[src/rtl/core/gn23_pkg.sv]
`timescale 1ns / 1ps
// ----------------------------------------------------------------------------
// gn23_pkg
// Shared types, widths and the gradient table of the gradient noise core.
// ----------------------------------------------------------------------------
package gn23_pkg;

    localparam int FRAC_BITS = 16;
    localparam int PERM_SIZE = 256;
    localparam int HASH_W    = 8;
    localparam int CELL_LSB  = FRAC_BITS;
    localparam int FADE_W    = FRAC_BITS + 1;
    localparam int DELTA_W   = FRAC_BITS + 2;
    localparam int VAL_W     = FRAC_BITS + 5;
    localparam int OUT_W     = 20;

    typedef enum logic [1:0] {
        REQ_LOAD    = 2'd0,
        REQ_NOISE2D = 2'd1,
        REQ_NOISE3D = 2'd2
    } req_type_t;

    typedef struct packed {
        logic signed [1:0] gx;
        logic signed [1:0] gy;
        logic signed [1:0] gz;
    } grad_t;

    function automatic grad_t grad_of(input logic [3:0] h);
        grad_t g;
        case (h)
            4'd0:    g = '{gx: 2'sd1,  gy: 2'sd1,  gz: 2'sd0};
            4'd1:    g = '{gx: -2'sd1, gy: 2'sd1,  gz: 2'sd0};
            4'd2:    g = '{gx: 2'sd1,  gy: -2'sd1, gz: 2'sd0};
            4'd3:    g = '{gx: -2'sd1, gy: -2'sd1, gz: 2'sd0};
            4'd4:    g = '{gx: 2'sd1,  gy: 2'sd0,  gz: 2'sd1};
            4'd5:    g = '{gx: -2'sd1, gy: 2'sd0,  gz: 2'sd1};
            4'd6:    g = '{gx: 2'sd1,  gy: 2'sd0,  gz: -2'sd1};
            4'd7:    g = '{gx: -2'sd1, gy: 2'sd0,  gz: -2'sd1};
            4'd8:    g = '{gx: 2'sd0,  gy: 2'sd1,  gz: 2'sd1};
            4'd9:    g = '{gx: 2'sd0,  gy: -2'sd1, gz: 2'sd1};
            4'd10:   g = '{gx: 2'sd0,  gy: 2'sd1,  gz: -2'sd1};
            4'd11:   g = '{gx: 2'sd0,  gy: -2'sd1, gz: -2'sd1};
            4'd12:   g = '{gx: 2'sd1,  gy: 2'sd1,  gz: 2'sd0};
            4'd13:   g = '{gx: -2'sd1, gy: 2'sd1,  gz: 2'sd0};
            4'd14:   g = '{gx: 2'sd0,  gy: -2'sd1, gz: 2'sd1};
            default: g = '{gx: 2'sd0,  gy: -2'sd1, gz: -2'sd1};
        endcase
        return g;
    endfunction

    function automatic logic signed [VAL_W-1:0] term(input logic signed [1:0] g,
                                                     input logic signed [DELTA_W-1:0] d);
        logic signed [VAL_W-1:0] dx;
        dx = VAL_W'(d);
        if (g == 2'sd1) begin
            return dx;
        end else if (g == -2'sd1) begin
            return -dx;
        end
        return '0;
    endfunction

endpackage

[src/rtl/core/gn23_lerp.sv]
`timescale 1ns / 1ps
// ----------------------------------------------------------------------------
// gn23_lerp
// Registered linear interpolation a + floor((b - a) * t).
// ----------------------------------------------------------------------------
module gn23_lerp (
    input  logic                                 aclk,
    input  logic                                 en,
    input  logic signed [gn23_pkg::VAL_W-1:0]    a,
    input  logic signed [gn23_pkg::VAL_W-1:0]    b,
    input  logic [gn23_pkg::FADE_W-1:0]          t,
    output logic signed [gn23_pkg::VAL_W-1:0]    y
);

    localparam int VW = gn23_pkg::VAL_W;
    localparam int FW = gn23_pkg::FADE_W;

    logic signed [VW:0]      diff;
    logic signed [VW+FW+1:0] prod;

    assign diff = (VW + 1)'(b) - (VW + 1)'(a);
    assign prod = diff * $signed({1'b0, t});

    always_ff @(posedge aclk) begin
        if (en) begin
            y <= a + VW'(prod >>> gn23_pkg::FRAC_BITS);
        end
    end

endmodule

[config.mk]
export PLATFORM = sky130hd
export DESIGN_NAME = gn23_lerp
export DESIGN_NICKNAME = d
export VERILOG_FILES = /design/src/rtl/core/gn23_pkg.sv /design/src/rtl/core/gn23_lerp.sv
export SDC_FILE = /design/constraint.sdc
export NUM_CORES = 1
export LEC_CHECK = 0
export BUFFER_PORTS_ARGS = -buffer_cell sky130_fd_sc_hd__buf_2
export CELL_PAD_IN_SITES_DETAIL_PLACEMENT = 0
export CELL_PAD_IN_SITES_GLOBAL_PLACEMENT = 1
export CORE_MARGIN = 4
export CORE_UTILIZATION = 46
export DETAILED_ROUTE_END_ITERATION = 8
export PLACE_DENSITY_LB_ADDON = 0.1
export SKIP_CTS_REPAIR_TIMING = 1
export SYNTH_ARGS = -nofsm -noshare
export SYNTH_HDL_FRONTEND = slang
export SYNTH_SLANG_ARGS = --single-unit
[constraint.sdc]
create_clock -name aclk -period 10.65 [get_ports aclk]
set_clock_uncertainty 0.05 [all_clocks]
set_input_delay 1.065 -clock aclk [delete_from_list [all_inputs] [get_ports aclk]]
set_output_delay 1.065 -clock aclk [all_outputs]
set_load 0.02 [all_outputs]
==> metrics.txt <==
vias=12088; adder-cell share of the synthesized area=0.548; CTS tree=yes; Post-Layout Cell Count=2449; Synth Flop Type=edfxtp_1; grt total ovfl=0; Syn Inst Count=1798; Fin Hold WS=1.21 ns; worst-path maximum fanout=7; Reg clk slew, reported paths=0.06 ns; Compound-Gate Fraction of Synth Area=0.0663; status=complete, no violations; max reg flops=21; WL per Instance=16.6 um; placed cell count=2438; mapped cell area=0.0159 mm2; WP data required=10.61 ns; Root Driver=clkbuf_16; Worst path max stage delay=0.52 ns; setup-violating endpoint count in the final report=0; Worst setup startpoint=b[0]; PortBufs=81; CORE AREA=0.0338 mm2; Tcrit/Tclk final=0.968; area growth from synthesis to layout=15.9%; Cell Rows=67; Hold WC Path Type=in -> reg; Cell variety after synth=66; Rel. slew slack=0.262; max_cap viols=0; asr flop ratio synth=0; Slew @ Worst Pin=1.10 ns; Mapped Avg Cell Area=8.82 um2; Worst setup EP type=flop; Die X-Extent=194 um; CP most frequent cell=fa_1; HPWL after DPL=34300 um; Final Critical Period=10.31 ns; max frequency=97.0 MHz; Largest regs=y (21); drt total wl=40700 um; GRT Total Usage=0.220; Hold Crit Start=a[0]; Synth Area in Simple Gates=0.169; Mapped Nets=2343; first-pass GRT wire length=67000 um; initial antenna violation count=1; Detail Route Antenna Nets=0; clock sinks=21; Final WS setup=0.343 ns; Longest Clk Path Bufs=2; initial core utilization=0.469; DR pass1 iterations=5; type of origin of the critical path=input pin; largest net degree at the start of global routing=36; Hold Vio Cnt, Final=0; H-tree levels=1; post-synthesis mux area share=0.0112; height of the die=194 um; # diodes=0; CP arrival=10.27 ns; DR iter-0 viols=454; routability cong.=0.857; CP max-delay cell=fa_1; # IOs=82; TritonCTS Buffers=3; final core occ=0.544; Seq/Total Area, Yosys=0.0398; number of global-route vias before repair=13056; RSZ-0062 raised after global routing=true; pins over their slew limit=0; WS Path Type=in -> reg; full die area=0.0375 mm2; main combinational cell family by area after synthesis=adder cells; Synth Area in XOR/XNOR=0.0346; DRC viols=0; Placement Setup Slack=-0.384 ns; Top reg by flops=y; number of synthesized flops with an enable pin=21; warnings from Yosys=0; Final nets=2547; Yosys reg bits=21; Via-to-Cell Ratio=4.94; share of cells above drive strength 1=0.160
metal layers:
metal | track usage | share of wire | vias to the layer above
met3 | 0.0151 | 0.021 | 71
li1 | - | - | 5717
met1 | 0.277 | 0.41 | 6109
met5 | 0 | 0.00047 | -
met2 | 0.410 | 0.53 | 189
met4 | 0.0569 | 0.035 | 2
cell usage after synthesis (2+ instances only):
cell	count	area share
buf_2	6	0.0019
nand2_1	180	0.043
mux2_2	6	0.0043
a21boi_0	2	0.00095
o31ai_1	4	0.0019
o211a_1	2	0.0013
o211ai_1	3	0.0014
a21oi_2	2	0.0011
nand3_1	10	0.0032
a2111o_1	2	0.0014
ha_1	133	0.10
xnor2_1	49	0.027
clkbuf_1	54	0.013
a31oi_1	5	0.0020
nor2b_1	34	0.013
a211oi_1	2	0.00095
xor2_1	11	0.0061
a21o_1	10	0.0047
nor3_1	17	0.0054
o21ai_0	27	0.0085
o21ai_1	2	0.00063
inv_1	485	0.11
o21a_1	16	0.0076
a21oi_1	51	0.016
or2b_2	2	0.0011
and2_1	169	0.067
nor2_1	36	0.0085
or3b_1	5	0.0028
fa_1	351	0.44
mux2i_1	11	0.0069
nor3b_1	12	0.0057
and3_1	6	0.0024
a211o_1	6	0.0033
nand4_1	4	0.0016
nand2b_1	29	0.011
a21boi_1	2	0.00095
edfxtp_1	21	0.040
o21bai_1	3	0.0014
layout make-up:
class                           count  area, um2
Sequential cell                    21        631
Multi-Input combinational cell   1231      13400
Clock buffer                        4       78.8
Tap cell                          448        561
Inverter                          485       1820
Timing Repair Buffer              260       1870
Fill cell                        3197      15400
critical path, delay by kind of cell:
| kind | cells | cell delay [ns] |
|---|---|---|
| AOI/OAI and AO/OA | 14 | 2.83 |
| xor gates and xnor gates | 3 | 0.37 |
| adders and majority gates | 11 | 4.46 |
| buffers and inverters | 10 | 0.97 |
| and+or+nand+nor | 4 | 0.55 |
path summary, 6_finish.rpt:
| check | endpoint | slack (ns) | cells after the start |
|---|---|---|---|
| max | y[18]$_DFFE_PP_ | 0.34 | 42 |
| min | y[0]$_DFFE_PP_ | 1.21 | 3 |
cell families (layout without fill, tap and decap cells):
logic type                 Yosys count  after routing
muxes                               17             17
AOI/OAI and AO/OA                  157            157
and+or+nand+nor                    511            512
adders and majority gates          484            484
buffers and inverters              547            749
DFF                                 21             21
xor gates and xnor gates            61             61
cells in the final DEF (no fill, tap or decap), types with 29 or more instances in the layout:
cell	count
buf_4	169
nor2b_1	33
nor2_1	36
and2_1	169
fa_1	350
ha_1	130
nand2b_1	29
xnor2_1	46
a21oi_1	45
nand2_1	179
inv_1	485
buf_2	81
metrics by stage:
step                cell area (um2)  TNS [ns]
global route                  18400    -0.257
detailed placement            18000    -0.938
floorplan                     15900         0
CTS                           18100    -0.206
finish                        18400         0
global placement              18000    -0.553
Power is not shown: default switching activity piles up to over one toggle a cycle in this logic, so the estimate is an artifact.
