**src/rtl/core/gn23_pkg.sv**
```systemverilog
`timescale 1ns / 1ps
// ----------------------------------------------------------------------------
// gn23_pkg
// Shared types, widths and the gradient table of the gradient noise core.
// ----------------------------------------------------------------------------
package gn23_pkg;

    localparam int FRAC_BITS = 16;
    localparam int PERM_SIZE = 256;
    localparam int HASH_W    = 8;
    localparam int CELL_LSB  = FRAC_BITS;
    localparam int FADE_W    = FRAC_BITS + 1;
    localparam int DELTA_W   = FRAC_BITS + 2;
    localparam int VAL_W     = FRAC_BITS + 5;
    localparam int OUT_W     = 20;

    typedef enum logic [1:0] {
        REQ_LOAD    = 2'd0,
        REQ_NOISE2D = 2'd1,
        REQ_NOISE3D = 2'd2
    } req_type_t;

    typedef struct packed {
        logic signed [1:0] gx;
        logic signed [1:0] gy;
        logic signed [1:0] gz;
    } grad_t;

    function automatic grad_t grad_of(input logic [3:0] h);
        grad_t g;
        case (h)
            4'd0:    g = '{gx: 2'sd1,  gy: 2'sd1,  gz: 2'sd0};
            4'd1:    g = '{gx: -2'sd1, gy: 2'sd1,  gz: 2'sd0};
            4'd2:    g = '{gx: 2'sd1,  gy: -2'sd1, gz: 2'sd0};
            4'd3:    g = '{gx: -2'sd1, gy: -2'sd1, gz: 2'sd0};
            4'd4:    g = '{gx: 2'sd1,  gy: 2'sd0,  gz: 2'sd1};
            4'd5:    g = '{gx: -2'sd1, gy: 2'sd0,  gz: 2'sd1};
            4'd6:    g = '{gx: 2'sd1,  gy: 2'sd0,  gz: -2'sd1};
            4'd7:    g = '{gx: -2'sd1, gy: 2'sd0,  gz: -2'sd1};
            4'd8:    g = '{gx: 2'sd0,  gy: 2'sd1,  gz: 2'sd1};
            4'd9:    g = '{gx: 2'sd0,  gy: -2'sd1, gz: 2'sd1};
            4'd10:   g = '{gx: 2'sd0,  gy: 2'sd1,  gz: -2'sd1};
            4'd11:   g = '{gx: 2'sd0,  gy: -2'sd1, gz: -2'sd1};
            4'd12:   g = '{gx: 2'sd1,  gy: 2'sd1,  gz: 2'sd0};
            4'd13:   g = '{gx: -2'sd1, gy: 2'sd1,  gz: 2'sd0};
            4'd14:   g = '{gx: 2'sd0,  gy: -2'sd1, gz: 2'sd1};
            default: g = '{gx: 2'sd0,  gy: -2'sd1, gz: -2'sd1};
        endcase
        return g;
    endfunction

    function automatic logic signed [VAL_W-1:0] term(input logic signed [1:0] g,
                                                     input logic signed [DELTA_W-1:0] d);
        logic signed [VAL_W-1:0] dx;
        dx = VAL_W'(d);
        if (g == 2'sd1) begin
            return dx;
        end else if (g == -2'sd1) begin
            return -dx;
        end
        return '0;
    endfunction

endpackage

```
**src/rtl/core/gn23_perm_ram.sv**
```systemverilog
`timescale 1ns / 1ps
// ----------------------------------------------------------------------------
// gn23_perm_ram
// One copy of the permutation table: one write port, one registered read.
// ----------------------------------------------------------------------------
module gn23_perm_ram (
    input  logic                          aclk,
    input  logic                          en,
    input  logic                          we,
    input  logic [gn23_pkg::HASH_W-1:0]   waddr,
    input  logic [gn23_pkg::HASH_W-1:0]   wdata,
    input  logic [gn23_pkg::HASH_W-1:0]   raddr,
    output logic [gn23_pkg::HASH_W-1:0]   rdata
);

    logic [gn23_pkg::HASH_W-1:0] mem [gn23_pkg::PERM_SIZE];

    always_ff @(posedge aclk) begin
        if (we) begin
            mem[waddr] <= wdata;
        end
        if (en) begin
            rdata <= mem[raddr];
        end
    end

endmodule

```
**config.mk**
```make
export PLATFORM = sky130hd
export DESIGN_NAME = gn23_perm_ram
export DESIGN_NICKNAME = d
export VERILOG_FILES = /design/src/rtl/core/gn23_pkg.sv /design/src/rtl/core/gn23_perm_ram.sv
export SDC_FILE = /design/constraint.sdc
export NUM_CORES = 2
export LEC_CHECK = 0
export BUFFER_PORTS_ARGS = -buffer_cell sky130_fd_sc_hd__buf_4
export CAP_MARGIN = 10
export CORE_MARGIN = 4
export CORE_UTILIZATION = 36
export DETAILED_ROUTE_END_ITERATION = 12
export GPL_TIMING_DRIVEN = 0
export PLACE_DENSITY = 0.48
export SYNTH_ARGS = -nofsm -noshare
export SYNTH_HDL_FRONTEND = slang
export SYNTH_SLANG_ARGS = --single-unit
```
**constraint.sdc**
```tcl
create_clock -name aclk -period 3.8 [get_ports aclk]
set_input_delay 0.76 -clock aclk [delete_from_list [all_inputs] [get_ports aclk]]
set_output_delay 0.76 -clock aclk [all_outputs]
set_load 0.005 [all_outputs]
```
==> impl_metrics.toml <==
[cts]
cts_tree = "yes"
clock_path_buffers = 3
numCtsBuffers = 211
clkTransAtPathRegs_ns = 0.06
h-tree-depth = 4
holdBufCountCts = 0
cts-root-buf = "clkbuf_16"
cts.sinks = 2056
clkLatencyLatePin_ns = 0.86

[setup_path]
crit_fanout = 12
path_class = "input port to flop"
arrival_ns = 4.54
crit_slowest_cell = "nor4_2"
path_delay_family = "buffers and inverters"
critPathRequiredTime_ns = 4.38
critPathMaxStageDelay_ns = 0.71
path_buf_inv = 7
critPathLaunchType = "input port"
endpoint_kind = "flop"
crit_chain = "buf_4 > buf_4 > clkbuf_2 > clkbuf_2 > clkbuf_1 > buf_8 > a211oi_1 > nor2_1 > nor4_2 > nor4_1 > buf_2"

[floorplan]
fp.dieArea_sq_um = 229000
core_sq_um = 220000
ios = 35
core.rowCount = 172
die_h_um = 478
die_w_um = 478
initial_utilization_pct = 36.2

[global_route]
grt_pass1_vias = 40300
grt_pass1_wl_mm = 359
gr-usage-all-layers_pct = 23.0
antenna_found_initial = 20
grt_max_degree = 151
grt-ovfl-total = 0

[yosys]
syn_area_sq_um = 79600
synth.distinct_cells = 54
synth_nets = 3760
avgSynthCellArea_sq_um = 21.3
ys_seq_area_share_pct = 77.5
synthCells = 3733
ys_seq_elements = 2056
synth_top_flop_cell = "edfxtp_1"
synth-edff-count = 2056
ys_warn_count = 0
async_flop_share_pct = 0

[pwr]
p_leak_nw = 27.9
switching_power_mw = 10.9
pwr-share-comb_pct = 6.0
irDropWorstVdd_v = 0.000497
p_int_mw = 36.7
swShare_pct = 22.9
p_clk_share_pct = 41.5
p_per_area_nw_per_um2 = 522
seqPwrFrac_pct = 52.6

[outcome]
status = "complete, but fails checks"
violations = "negative setup slack"

[placed_design]
hpwl_mm = 181
finalWeightedCongestion = 0.890
port_buffers = 27
post_dp_cell_area_sq_um = 84400
dp.cells = 6755

[cells_and_area]
nNetsFinal = 4040
stdcell_area_sq_um = 91200
drive_gt1_share_pct = 23.8
fin_cells = 7155
syn_to_final_growth_pct = 14.6

[timing]
fin_crit_ns = 3.95
slew_headroom_pct = 7.76
rsz0062_at_grt = "false"
finClkSkew_ns = 0.0320
setup_violations = 6
final_hold_viol_count = 0
drv_slew = 0
hold_ws_ns = 0.215
fin_crit_sh_pct = 104
fmax_mhz = 253
timing.final.ws_setup_ns = -0.153
fin_setup_tns_ns = -0.488
worstMarginPinSlew_ns = 1.38

[drt]
drt_pass1_iterations = 7
drcViolationCount = 0
drt_iter0_drc = 5486
totalWireLength_mm = 267
vias = 41100
vias_per_cell = 5.75
wire_per_inst_um = 37.4
postRouteAntennaNets = 0

[worst_hold_path]
worst_hold_path_type = "input port to flop"

[flow_run]
drv_cap = 0
==> stage by stage <==
| step | setup WS, ns | power (mW) | util [%] |
|---|---|---|---|
| 2_1_floorplan | 0.964 | 26.7 | - |
| 3_3_place_gp | -2.88 | 28.3 | 38.0 |
| 3_5_place_dp | -2.23 | 28.3 | 38.4 |
| 4_1_cts | -0.0754 | 47.9 | 41.4 |
| 5_1_grt | 0.00562 | 48.9 | 41.5 |
| 6_report | -0.153 | 47.6 | 41.5 |
==> layer usage <==
metal / vias to the layer above / GRT usage (%) / part of all wire (%)
met1: 22600 / 33.1 / 43
met5: - / 0 / 0.0045
met2: 1861 / 35.4 / 46
met4: 2 / 6.94 / 3.2
li1: 16300 / - / -
met3: 327 / 4.65 / 7.9
==> layout make-up <==
type / count / area (sq um)
fillers: 19500 / 129000
flip-flops and latches: 2056 / 61700
multi-input cells: 1442 / 16700
clock buffers: 273 / 5560
well taps: 2958 / 3700
plain buffers: 233 / 1550
repair buffers: 67 / 1070
clock inverters: 111 / 881
diodes: 13 / 32.5
inverters: 2 / 7.51
==> repair_timing <==
action,4_1_cts,5_1_grt
cloned,0,0
pin swaps,1,0
gates resized for setup,61,13
endpoints found under the setup margin,8,5
buffers inserted,0,0
==> cell usage after synthesis, types with 16 or more instances <==
library cell | number | area, sq um
a211oi_1 | 16 | 120
a21oi_1 | 96 | 480
a22oi_1 | 133 | 998
buf_1 | 22 | 82.6
buf_2 | 31 | 155
buf_4 | 27 | 203
buf_6 | 21 | 236
clkbuf_1 | 111 | 417
edfxtp_1 | 2056 | 61700
mux2i_1 | 134 | 1340
mux4_2 | 454 | 10200
nand2_1 | 33 | 124
nand3_1 | 34 | 170
nor2_1 | 282 | 1060
nor2b_1 | 31 | 194
nor3_1 | 22 | 110
nor4_1 | 24 | 150
o221ai_1 | 46 | 403
o22ai_1 | 28 | 175
==> worst reg2reg max path, stage by stage (launching register included) <==
cell and delay, ns:
edfxtp_1 0.35, mux4_2 0.48, a22o_1 0.29, a221oi_2 0.65
o32ai_2 0.30, nor3_2 0.53, nor4_4 0.17
==> cell families after synthesis <==
family                 count (synthesis)  share of synthesized area [%]
buffers and inverters                235                           1.83
AND/OR/NAND/NOR                      466                           2.63
flip-flops                          2056                           77.5
AO/OA/AOI/OAI                        385                           3.42
multiplexers                         591                           14.6
==> state kept, by name, indices dropped and copies added (netlist names) <==
signal,count
mem,2048
rdata,8
==> final timing paths <==
check / end / slack (ns) / cells past startpoint / from
hold / removal: mem[194][1] / 0.21 / 1 / wdata[1]
setup reg to reg: rdata[5] / 0.72 / 6 / mem[83][5]
hold reg to reg: rdata[2] / 1.25 / 5 / mem[145][2]
setup / recovery: rdata[4] / -0.15 / 11 / raddr[4]
==> placed cells by master, fill, tap and decap left out, types with 50 or more instances in the layout <==
master / n
clkinv_1: 51
a21oi_1: 96
buf_4: 50
a22oi_1: 133
clkbuf_16: 213
nor2_1: 282
edfxtp_1: 2056
mux2i_1: 134
clkbuf_1: 123
mux4_2: 454
==> power by group through the flow <==
stage	Sequential [mW]	Clock, mW	Combinational, mW
floorplan	25.5	0	1.21
global placement	25.6	0	2.70
detailed placement	25.5	0	2.80
CTS	25.0	20.0	2.84
global route	25.0	20.9	2.92
finish	25.0	19.7	2.85
Note: power is estimated with default switching activity, not from simulation.
