### config.mk
export PLATFORM = sky130hd
export DESIGN_NAME = gn23_fade
export DESIGN_NICKNAME = d
export VERILOG_FILES = /design/src/rtl/core/gn23_pkg.sv /design/src/rtl/core/gn23_fade.sv
export SDC_FILE = /design/constraint.sdc
export NUM_CORES = 2
export LEC_CHECK = 0
export ABC_AREA = 1
export BUFFER_PORTS_ARGS = -buffer_cell sky130_fd_sc_hd__clkbuf_2
export CORE_ASPECT_RATIO = 1.4
export CORE_UTILIZATION = 61
export CTS_CLUSTER_DIAMETER = 30
export DETAILED_ROUTE_END_ITERATION = 7
export PLACE_DENSITY = 0.8
export SLEW_MARGIN = 25
export SYNTH_ARGS = -nofsm -noshare
export SYNTH_HDL_FRONTEND = slang
export SYNTH_SLANG_ARGS = --single-unit
### constraint.sdc
create_clock -name aclk -period 7.35 [get_ports aclk]
set_input_delay 0.3675 -clock aclk [delete_from_list [all_inputs] [get_ports aclk]]
set_output_delay 0.3675 -clock aclk [all_outputs]
set_load 0.03 [all_outputs]
### src/rtl/core/gn23_pkg.sv
`timescale 1ns / 1ps
// ----------------------------------------------------------------------------
// gn23_pkg
// Shared types, widths and the gradient table of the gradient noise core.
// ----------------------------------------------------------------------------
package gn23_pkg;

    localparam int FRAC_BITS = 16;
    localparam int PERM_SIZE = 256;
    localparam int HASH_W    = 8;
    localparam int CELL_LSB  = FRAC_BITS;
    localparam int FADE_W    = FRAC_BITS + 1;
    localparam int DELTA_W   = FRAC_BITS + 2;
    localparam int VAL_W     = FRAC_BITS + 5;
    localparam int OUT_W     = 20;

    typedef enum logic [1:0] {
        REQ_LOAD    = 2'd0,
        REQ_NOISE2D = 2'd1,
        REQ_NOISE3D = 2'd2
    } req_type_t;

    typedef struct packed {
        logic signed [1:0] gx;
        logic signed [1:0] gy;
        logic signed [1:0] gz;
    } grad_t;

    function automatic grad_t grad_of(input logic [3:0] h);
        grad_t g;
        case (h)
            4'd0:    g = '{gx: 2'sd1,  gy: 2'sd1,  gz: 2'sd0};
            4'd1:    g = '{gx: -2'sd1, gy: 2'sd1,  gz: 2'sd0};
            4'd2:    g = '{gx: 2'sd1,  gy: -2'sd1, gz: 2'sd0};
            4'd3:    g = '{gx: -2'sd1, gy: -2'sd1, gz: 2'sd0};
            4'd4:    g = '{gx: 2'sd1,  gy: 2'sd0,  gz: 2'sd1};
            4'd5:    g = '{gx: -2'sd1, gy: 2'sd0,  gz: 2'sd1};
            4'd6:    g = '{gx: 2'sd1,  gy: 2'sd0,  gz: -2'sd1};
            4'd7:    g = '{gx: -2'sd1, gy: 2'sd0,  gz: -2'sd1};
            4'd8:    g = '{gx: 2'sd0,  gy: 2'sd1,  gz: 2'sd1};
            4'd9:    g = '{gx: 2'sd0,  gy: -2'sd1, gz: 2'sd1};
            4'd10:   g = '{gx: 2'sd0,  gy: 2'sd1,  gz: -2'sd1};
            4'd11:   g = '{gx: 2'sd0,  gy: -2'sd1, gz: -2'sd1};
            4'd12:   g = '{gx: 2'sd1,  gy: 2'sd1,  gz: 2'sd0};
            4'd13:   g = '{gx: -2'sd1, gy: 2'sd1,  gz: 2'sd0};
            4'd14:   g = '{gx: 2'sd0,  gy: -2'sd1, gz: 2'sd1};
            default: g = '{gx: 2'sd0,  gy: -2'sd1, gz: -2'sd1};
        endcase
        return g;
    endfunction

    function automatic logic signed [VAL_W-1:0] term(input logic signed [1:0] g,
                                                     input logic signed [DELTA_W-1:0] d);
        logic signed [VAL_W-1:0] dx;
        dx = VAL_W'(d);
        if (g == 2'sd1) begin
            return dx;
        end else if (g == -2'sd1) begin
            return -dx;
        end
        return '0;
    endfunction

endpackage

### src/rtl/core/gn23_fade.sv
`timescale 1ns / 1ps
// ----------------------------------------------------------------------------
// gn23_fade
// Three-stage quintic fade 6t^5-15t^4+10t^3 on an unsigned fraction.
// ----------------------------------------------------------------------------
module gn23_fade (
    input  logic                           aclk,
    input  logic                           en,
    input  logic [gn23_pkg::FRAC_BITS-1:0] frac,
    output logic [gn23_pkg::FADE_W-1:0]    fade
);

    localparam int FB = gn23_pkg::FRAC_BITS;
    localparam int QW = FB + 8;

    logic signed [QW-1:0]     q;
    logic signed [QW+FB:0]    m1;
    logic [2*FB-1:0]          m2;
    logic signed [QW:0]       m1_reg;
    logic [FB-1:0]            sq_reg;
    logic [FB-1:0]            t1_reg;
    logic signed [QW:0]       inner_full;
    logic [2*FB-1:0]          cube_full;
    logic [FB+3:0]            inner_reg;
    logic [FB-1:0]            cube_reg;
    logic [2*FB+3:0]          prod;

    assign q          = $signed({8'd0, frac}) * QW'(6) - (QW'(15) <<< FB);
    assign m1         = $signed({1'b0, frac}) * q;
    assign m2         = frac * frac;
    assign inner_full = m1_reg + ((QW + 1)'(10) <<< FB);
    assign cube_full  = sq_reg * t1_reg;
    assign prod       = cube_reg * inner_reg;

    always_ff @(posedge aclk) begin
        if (en) begin
            m1_reg    <= (QW + 1)'(m1 >>> FB);
            sq_reg    <= m2[2*FB-1:FB];
            t1_reg    <= frac;
            inner_reg <= inner_full[FB+3:0];
            cube_reg  <= cube_full[2*FB-1:FB];
            fade      <= prod[FB+gn23_pkg::FADE_W-1:FB];
        end
    end

endmodule

==> run_results.csv <==
group,metric,value,unit
outcome,outcome,"finished clean",
place,io_buffers,34,
worst_setup_path,crit_fanout,19,
synth,synth-simple-area-share,0.175,
timing,whs,0.422,ns
layout,final_core_util,0.645,
grt,track_usage,0.340,
timing,drv_slew,0,
worst_hold_path,min_path_cells,0,
floorplanning,core-area,69200,um2
synth,synth_async_sr_flop_share,0,
synth,synthFlopType,"edfxtp_1",
worst_setup_path,crit_type,"in -> reg",
cts,cts_setup_buffers,0,
worst_setup_path,path_common_cell,"nand2_1",
worst_setup_path,reg2reg_slack,1.23,ns
synth,synth_nets,6739,
worst_hold_path,hp-start,"m1_reg[8]",
cts,h-tree-depth,3,
timing,worst_pin_slew,1.06,ns
cts,numCtsBuffers,9,
synth,synth_cell_types,48,
grt,grt_pass1_wl,187000,um
synth,synth-seq-cells,105,
synth,synthXorXnorAreaFrac,0.0110,
timing,grt_setup_unrepaired,"no",
worst_setup_path,r2r_end,"fade[10]",
worst_hold_path,worstHoldEndpoint,"inner_reg[8]",
floorplanning,rows,114,
cts,cts_tree,"built",
timing,fin_crit_sh,0.949,
layout,area_delta_synth_final,4.30,%
worst_setup_path,crit_arrival,7.11,ns
timing,maxSlewHeadroom,0.295,
floorplanning,die_w,226,um
place,post-dp-hpwl,96600,um
synth,synth_edf_count,105,
synth,synth_top_family_by_area,"adder cells",
cts,root_buffer,"clkbuf_16",
floorplanning,die_area,71300,um2
floorplanning,die_h,315,um
worst_setup_path,critical-path-max-stage-delay,0.55,ns
cts,clkTransAtPathRegs,0.07,ns
floorplanning,initial_core_util,0.619,
place,dp.cells,6307,
worst_setup_path,slowest_stage,"fa_1",
worst_setup_path,setup.worst_path.end_class,"flop",
layout,nets,6719,
timing,period_minus_slack,6.97,ns
cts,post_cts_resized,0,
synth,postSynthAreaPerCell,7.91,um2
timing,fin_skew,0.0232,ns
timing,fmax,143,MHz
cts,clock_path_buffers,2,
worst_setup_path,regToRegStartpoint,"inner_reg[17]",
routing,wl_per_cell,18.0,um
worst_setup_path,critical_path_depth,32,
layout,drive_gt1_frac,0.0421,
grt,grt_max_degree,76,
worst_setup_path,rr_worst_depth,20,
routing,drt_wl_total,114000,um
worst_setup_path,crit_path_start_kind,"input port",
synth,yosys_warnings,0,
synth,synth_compound_area_frac,0.0380,
cts,clock_latency,0.40,ns
worst_hold_path,hold_class,"reg -> reg",
routing,antenna_left,0,
synth,yosysSeqAreaShare,0.0737,
routing,drt-pass1-iter-count,6,
grt,grt.overflow.total,0,
layout,finalNonFillerCells,6325,
cts,cts_hold_buf,0,
synth,synth_mux_area_frac,0,
routing,vias,34400,
timing,finalSetupViolations,0,
worst_setup_path,crit_family,"adder cells",
cts,clock_sinks,105,
routing,drt_iter0_drc,2231,
worst_setup_path,cp.required,7.49,ns
timing,hold_viol,0,
grt,antenna_found_initial,2,
synth,synthAdderAreaFrac,0.544,
synth,synth_area,42800,um2
floorplanning,num_io_pins,35,
routing,viasPerCell,5.44,
place,gp_congestion,0.988,
synth,netlist_instances,5410,
layout,fill_cells,5824,
routing,drc,0,
worst_setup_path,path_buf_inv,6,
run,cap_violations,0,
grt,grt_pass1_vias,37600,
==> layout make-up <==
class | count | area, um2 | area share
multi-input cells | 3518 | 32900 | 0.737
clock buffers | 9 | 225 | 0.00504
diodes | 2 | 5.00 | 0.000112
repair buffers | 170 | 1210 | 0.0270
flip-flops and latches | 105 | 3150 | 0.0706
well taps | 928 | 1160 | 0.0260
clock inverters | 7 | 60.1 | 0.00135
inverters | 1586 | 5950 | 0.133
==> worst max-delay path by stage <==
stage          startpoint    endpoint  slack (ns)
2_1_floorplan     frac[4]  m1_reg[16]       0.004
3_3_place_gp     frac[13]  m1_reg[18]        0.07
3_5_place_dp      frac[1]  m1_reg[19]       -0.03
4_1_cts           frac[1]  m1_reg[19]        0.40
5_1_grt           frac[1]  m1_reg[12]        0.02
6_report          frac[1]  m1_reg[18]        0.38
==> kinds of logic after synthesis <==
family | count (synthesis)
buf+inv | 1787
simple gates | 1865
fa+ha+maj | 1311
flops | 105
xor+xnor | 54
compound gates | 288
==> routing by layer <==
metal | GRT usage | vias to the layer above | routed length (um)
li1 | - | 15600 | -
met1 | 0.366 | 16900 | 38500
met2 | 0.621 | 1476 | 59200
met3 | 0.0369 | 519 | 6840
met4 | 0.240 | 0 | 9260
met5 | 0 | - | 0
==> placed cells by master (no fill, tap or decap), types with 2 or more instances in the layout <==
cell type and n:
o21a_1 5, or2_1 2, clkbuf_16 9, nor3_1 29, inv_2 9, and3_1 5, and2_1 3, o21bai_1 24
nand2_2 6, o21ai_0 72, xnor2_1 20, o21ai_2 2, edfxtp_1 105, o211ai_1 2, nand2_1 1294, buf_4 136
nand3_2 5, ha_1 395, clkbuf_2 33, o21ai_1 4, nor2_1 280, diode_2 2, a21o_1 18, nand4_1 17
nor4_1 9, a21oi_1 137, nand2b_1 2, xor2_1 34, fa_1 916, a21boi_0 7, inv_6 3, inv_1 1573
nand3_1 193, clkinv_1 4, nor2_2 2, a31oi_1 12, clkinv_4 2, or2_2 9, nand3b_1 4
==> synth_stat cells (3+ instances only) <==
cell type,number,area [um2]
or2_2,9,56.3
and2_1,3,18.8
and3_1,5,31.3
a31oi_1,12,75.1
nand3_1,193,966
a21o_1,18,135
fa_1,916,18300
nand3b_1,4,30.0
buf_4,5,37.5
clkbuf_2,3,15.0
inv_2,9,33.8
o21ai_0,72,360
a21boi_0,7,52.6
ha_1,395,4940
buf_6,4,45.0
nor4_1,9,56.3
nand3_2,5,50.1
xnor2_1,20,175
or2_1,3,18.8
nor2_1,280,1050
buf_1,7,26.3
o21ai_1,4,20.0
nand2_1,1294,4860
o21a_1,5,37.5
clkinv_1,4,15.0
clkbuf_1,172,646
buf_2,10,50.1
xor2_1,34,298
o21bai_1,24,180
a21oi_1,137,686
inv_1,1573,5900
nand4_1,17,106
edfxtp_1,105,3150
nor3_1,29,145
nand2_2,6,37.5
==> through the flow <==
step / cell area [um2] / setup TNS (ns) / setup WS [ns]
2_1_floorplan: 42800 / 0 / 0.00367
5_1_grt: 44600 / 0 / 0.0180
3_3_place_gp: 44400 / 0 / 0.0654
3_5_place_dp: 44400 / -0.0413 / -0.0265
6_report: 44600 / 0 / 0.378
4_1_cts: 44600 / 0 / 0.397
Power is left out: the tool's default activity adds up to more than one toggle a clock period on the data nets, which glitch-free logic cannot reach.
